$ cat config.mk
export PLATFORM = sky130hd
export DESIGN_NAME = bmhq_cell
export DESIGN_NICKNAME = d
export VERILOG_FILES = /design/src/sv/binary_max_heap_queue_assert.svh /design/src/sv/bmhq_pkg.sv /design/src/sv/bmhq_cell.sv
export SDC_FILE = /design/constraint.sdc
export NUM_CORES = 1
export LEC_CHECK = 0
export ABC_AREA = 1
export BUFFER_PORTS_ARGS = -buffer_cell sky130_fd_sc_hd__buf_2
export CAP_MARGIN = 20
export CORE_UTILIZATION = 35
export CTS_BUF_LIST = sky130_fd_sc_hd__clkbuf_16
export DETAILED_ROUTE_END_ITERATION = 8
export PLACE_DENSITY_LB_ADDON = 0.12
export SLEW_MARGIN = 30
export SYNTH_ARGS = -nofsm -noshare
export SYNTH_HDL_FRONTEND = slang
export SYNTH_SLANG_ARGS = --single-unit
$ cat constraint.sdc
create_clock -name clk -period 3.4 [get_ports clk]
set_clock_uncertainty 0.05 [all_clocks]
set_input_delay 0.34 -clock clk [delete_from_list [all_inputs] [get_ports clk]]
set_output_delay 0.34 -clock clk [all_outputs]
set_load 0.005 [all_outputs]
$ cat src/sv/binary_max_heap_queue_assert.svh
// ----------------------------------------------------------------------------
// binary max heap queue assertion macros
// shared property wrappers, clocked on clk and disabled while arst_n is low
// ----------------------------------------------------------------------------
`ifndef BINARY_MAX_HEAP_QUEUE_ASSERT_SVH
`define BINARY_MAX_HEAP_QUEUE_ASSERT_SVH

// condition holds in the same cycle
`define BMHQ_ASSERT_SAME(label, ante, cons) \
	label: assert property (@(posedge clk) disable iff (!arst_n) (ante) |-> (cons)) \
		else $error("bmhq assertion failed");

// condition holds in the following cycle
`define BMHQ_ASSERT_NEXT(label, ante, cons) \
	label: assert property (@(posedge clk) disable iff (!arst_n) (ante) |=> (cons)) \
		else $error("bmhq assertion failed");

`endif

$ cat src/sv/bmhq_pkg.sv
// ----------------------------------------------------------------------------
// bmhq_pkg
// types and constants shared by the priority queue cells and top level
// ----------------------------------------------------------------------------
`default_nettype none

package bmhq_pkg;

	localparam int HEAP_DEPTH = 1024;
	localparam int KEY_W      = 31;
	localparam int CNT_W      = $clog2(HEAP_DEPTH + 1);

	localparam logic [1:0] OP_PUSH  = 2'd0;
	localparam logic [1:0] OP_POP   = 2'd1;
	localparam logic [1:0] OP_CLEAR = 2'd2;

	typedef struct packed {
		logic [1:0]       opcode;
		logic [KEY_W-1:0] value;
	} cmd_t;

	typedef struct packed {
		logic [KEY_W-1:0] popped_value;
		logic             was_empty;
		logic             was_full;
		logic [CNT_W-1:0] entry_count;
	} rsp_t;

	// broadcast to every cell
	typedef struct packed {
		logic             push;
		logic             pop;
		logic             clear;
		logic [KEY_W-1:0] key;
	} cell_ctl_t;

	// what one cell shows its neighbors
	typedef struct packed {
		logic             occupied;
		logic [KEY_W-1:0] key;
		logic             ge;
	} link_t;

endpackage

`default_nettype wire

$ cat src/sv/bmhq_cell.sv
// ----------------------------------------------------------------------------
// bmhq_cell
// one slot of the sorted key chain; shifts toward the tail on insert and
// toward the head on removal
// ----------------------------------------------------------------------------
`default_nettype none

module bmhq_cell (
	input  wire                     clk,
	input  wire                     arst_n,
	input  bmhq_pkg::cell_ctl_t     ctl,
	input  bmhq_pkg::link_t         prev,
	input  bmhq_pkg::link_t         next,
	output bmhq_pkg::link_t         own
);

	logic                       occ_q;
	logic [bmhq_pkg::KEY_W-1:0] key_q;
	logic                       ge;

	// new key goes at or before this slot
	assign ge = !occ_q || (ctl.key > key_q);

	assign own.occupied = occ_q;
	assign own.key      = key_q;
	assign own.ge       = ge;

	always_ff @(posedge clk or negedge arst_n) begin
		if (!arst_n) begin
			occ_q <= 1'b0;
		end else if (ctl.clear) begin
			occ_q <= 1'b0;
		end else if (ctl.push) begin
			if (ge && prev.ge) begin
				occ_q <= prev.occupied;
			end else if (ge) begin
				occ_q <= 1'b1;
			end
		end else if (ctl.pop) begin
			occ_q <= next.occupied;
		end
	end

	always_ff @(posedge clk) begin
		if (ctl.push && !ctl.clear) begin
			if (ge && prev.ge) begin
				key_q <= prev.key;
			end else if (ge) begin
				key_q <= ctl.key;
			end
		end else if (ctl.pop && !ctl.clear) begin
			key_q <= next.key;
		end
	end

endmodule

`default_nettype wire
==> results.sh <==
export IMPL_criticalPathCategory="reg2out"
export IMPL_stdcell_count=672
export IMPL_fin_util_pct=46.8
export IMPL_status="complete, no violations"
export IMPL_fin_crit_sh_pct=80.0
export IMPL_top_usage_layer="met2"
export IMPL_rows=33
export IMPL_dpl_cell_area_sq_mm=0.00368
export IMPL_num_vias=2999
export IMPL_coreArea_sq_mm=0.00818
export IMPL_dr_pass1_iters=4
export IMPL_drt_initial_drc_count=84
export IMPL_synth_adder_area_share_pct=13.2
export IMPL_multi_input_area_sq_mm=0.00146
export IMPL_clockBufferDepth=2
export IMPL_yosys_area_share_simple_pct=33.8
export IMPL_cellLeakagePower_nw=2.37
export IMPL_antenna_found_initial=0
export IMPL_viasPerCell=4.46
export IMPL_finalSetupTns_ns=0
export IMPL_ir_drop_mv=0.173
export IMPL_grtUsageMet3_pct=3.72
export IMPL_hold_viol_final=0
export IMPL_final_area_sq_mm=0.00383
export IMPL_powerDensity_mw_per_mm2=340
export IMPL_cts_hold_buf=1
export IMPL_synth_main_ff_cell="edfxtp_1"
export IMPL_avgRoutedWirePerCell_microns=12.0
export IMPL_synth_top_cells_by_count="nand2_1 (140), inv_1 (114), nand3_1 (70)"
export IMPL_grt_max_degree=34
export IMPL_yosys_area_top_type="edfxtp_1"
export IMPL_synthToLayoutAreaGrowth_pct=29.8
export IMPL_synth_top_family_by_area="simple AND/OR/NAND/NOR gates"
export IMPL_slew_viol_final=0
export IMPL_use_met2_pct=33.8
export IMPL_dpl_hpwl_mm=6.00
export IMPL_die_width_microns=93.8
export IMPL_cts_tree="yes"
export IMPL_synth_edf_count=31
export IMPL_grt_overflow_total=0
export IMPL_routed_wl_mm=8.09
export IMPL_cts_sinks=32
export IMPL_worstPathRequired_ns=3.01
export IMPL_fillers=889
export IMPL_avgSynthCellArea_sq_um=6.73
export IMPL_cts_resized=0
export IMPL_ys_seq_area_share_pct=32.4
export IMPL_worstMarginPinSlew_ns=0.739
export IMPL_synth_xor_area_share_pct=0
export IMPL_io_buffer_count=133
export IMPL_use_met1_pct=23.7
export IMPL_synth_compound_area_share_pct=2.38
export IMPL_fin_crit_ns=2.72
export IMPL_setup_viol=0
export IMPL_cts_root_buf="clkbuf_16"
export IMPL_ant_nets=0
export IMPL_synth_area_leaders="edfxtp_1 (32%), nand2_1 (18%), inv_1 (15%)"
export IMPL_numCtsBuffers=5
export IMPL_yosysTopAreaCellShare_pct=31.6
export IMPL_insertion_delay_ns=0.28
export IMPL_syn_nets=571
export IMPL_ys_types=20
export IMPL_drc=0
export IMPL_drive_above_1_share_pct=27.0
export IMPL_synth_most_common_cell="nand2_1"
export IMPL_rsz0062_at_grt="false"
export IMPL_synthCells=438
export IMPL_seqCellArea_sq_um=956
export IMPL_io_pins=135
export IMPL_cap_violations=0
export IMPL_layout_nets=699
export IMPL_netlist_area_sq_mm=0.00295
export IMPL_grt_pass1_wl_mm=13.0
export IMPL_cts_max_level=2
export IMPL_cts_setup_buffers=0
export IMPL_path_max_fanout=20
export IMPL_dieHeight_microns=93.8
export IMPL_cp_data_arrival_time_ns=2.33
export IMPL_total_power_mw=1.30
export IMPL_fp_dieArea_sq_mm=0.00880
export IMPL_slew_headroom_pct=50.8
export IMPL_gp_congestion=0.732
export IMPL_synthMuxAreaShare_pct=0
export IMPL_gr_usage_all_layers_pct=19.1
export IMPL_ys_ff_latch=32
export IMPL_crit_path_start_kind="flop"
export IMPL_holdCritPathClass="in2reg"
export IMPL_clk_pin_slew_worst_paths_ns=0.06
export IMPL_crit_path_end_kind="primary output"
export IMPL_synth_async_reset_ratio_pct=3.13
export IMPL_first_global_vias=2792
export IMPL_start_util_pct=36.1
export IMPL_yosys_warnings=0
export IMPL_dp_cells=663
export IMPL_num_antenna_cells=0
export IMPL_fmax_ghz=0.368
## path summary, 6_finish.rpt
kind | startpoint | endpoint | slack, ns | cells past startpoint
worst max-delay path | key_q[14] | own[0] | 0.68 | 14
min in group asynchronous | arst_n | occ_q | 0.33 | 2
worst min register to register | occ_q | occ_q | 0.65 | 4
worst max register to register | key_q[10] | key_q[1] | 0.72 | 17
max in group asynchronous | arst_n | occ_q | 2.89 | 2
worst min-delay path | next[22] | key_q[21] | 0.28 | 3
## per-layer routing
metal	routed length (microns)	up-vias	part of all wire, %
met2	3900	90	48
met1	3670	1306	45
li1	-	1597	-
met4	77	0	0.95
met5	0	-	0
met3	450	6	5.6
## state kept, by name, indices dropped and copies added (netlist names)
signal and flops:
occ_q 1, key_q 31
## report_power, final
group	switching, mW	internal [mW]
registers	0.0164	0.477
clock network	0.169	0.264
logic	0.219	0.158
## cell type report
class                      count  area share, %
tap                          105           3.43
clock inverter                 3          0.294
sequential                    32           25.0
inverter                     114           11.2
timing repair buffer         139           18.6
multi-input combinational    274           38.2
clock buffer                   5           3.27
## metrics by stage
| stage | hold WS [ns] | worst slack (ns) |
|---|---|---|
| global placement | 0.0661 | 0.573 |
| global route | 0.289 | 0.387 |
| finish | 0.280 | 0.681 |
| detailed placement | 0.0676 | 0.581 |
| CTS | 0.279 | 0.651 |
| floorplan | -0.00559 | 0.839 |
## worst max-delay path, cell delays in order, from the launching register on
cell and delay, ns:
edfxtp_1 0.33, inv_1 0.05, ha_1 0.28, nand2_1 0.09
nor2_2 0.14, nand3_1 0.09, nor2_2 0.13, nand2_1 0.07
nand2_1 0.05, nand2_1 0.04, nand2_1 0.06, nand2_2 0.06
nand2_4 0.20, buf_4 0.30, buf_2 0.16
## placed cells by master (no fill, tap or decap)
cell             n
a21o_1           2
a21oi_1         10
buf_2          133
buf_4            5
clkbuf_16        5
clkinv_1         1
dfrtp_1          1
dlygate4sd3_1    1
edfxtp_1        31
ha_1            31
inv_1          115
inv_2            1
nand2_1        140
nand2_2          1
nand2_4          2
nand3_1         70
nand4_1          5
nor2_1           6
nor2_2           3
nor2_4           1
nor3_2           1
o21ai_0          1
or2_2            1
## cell families after synthesis
family / Yosys count
AOI/OAI and AO/OA: 13
adders and majority gates: 31
buffers and inverters: 132
DFF: 32
and+or+nand+nor: 230
No activity file was read; power rests on OpenSTA's default activity.
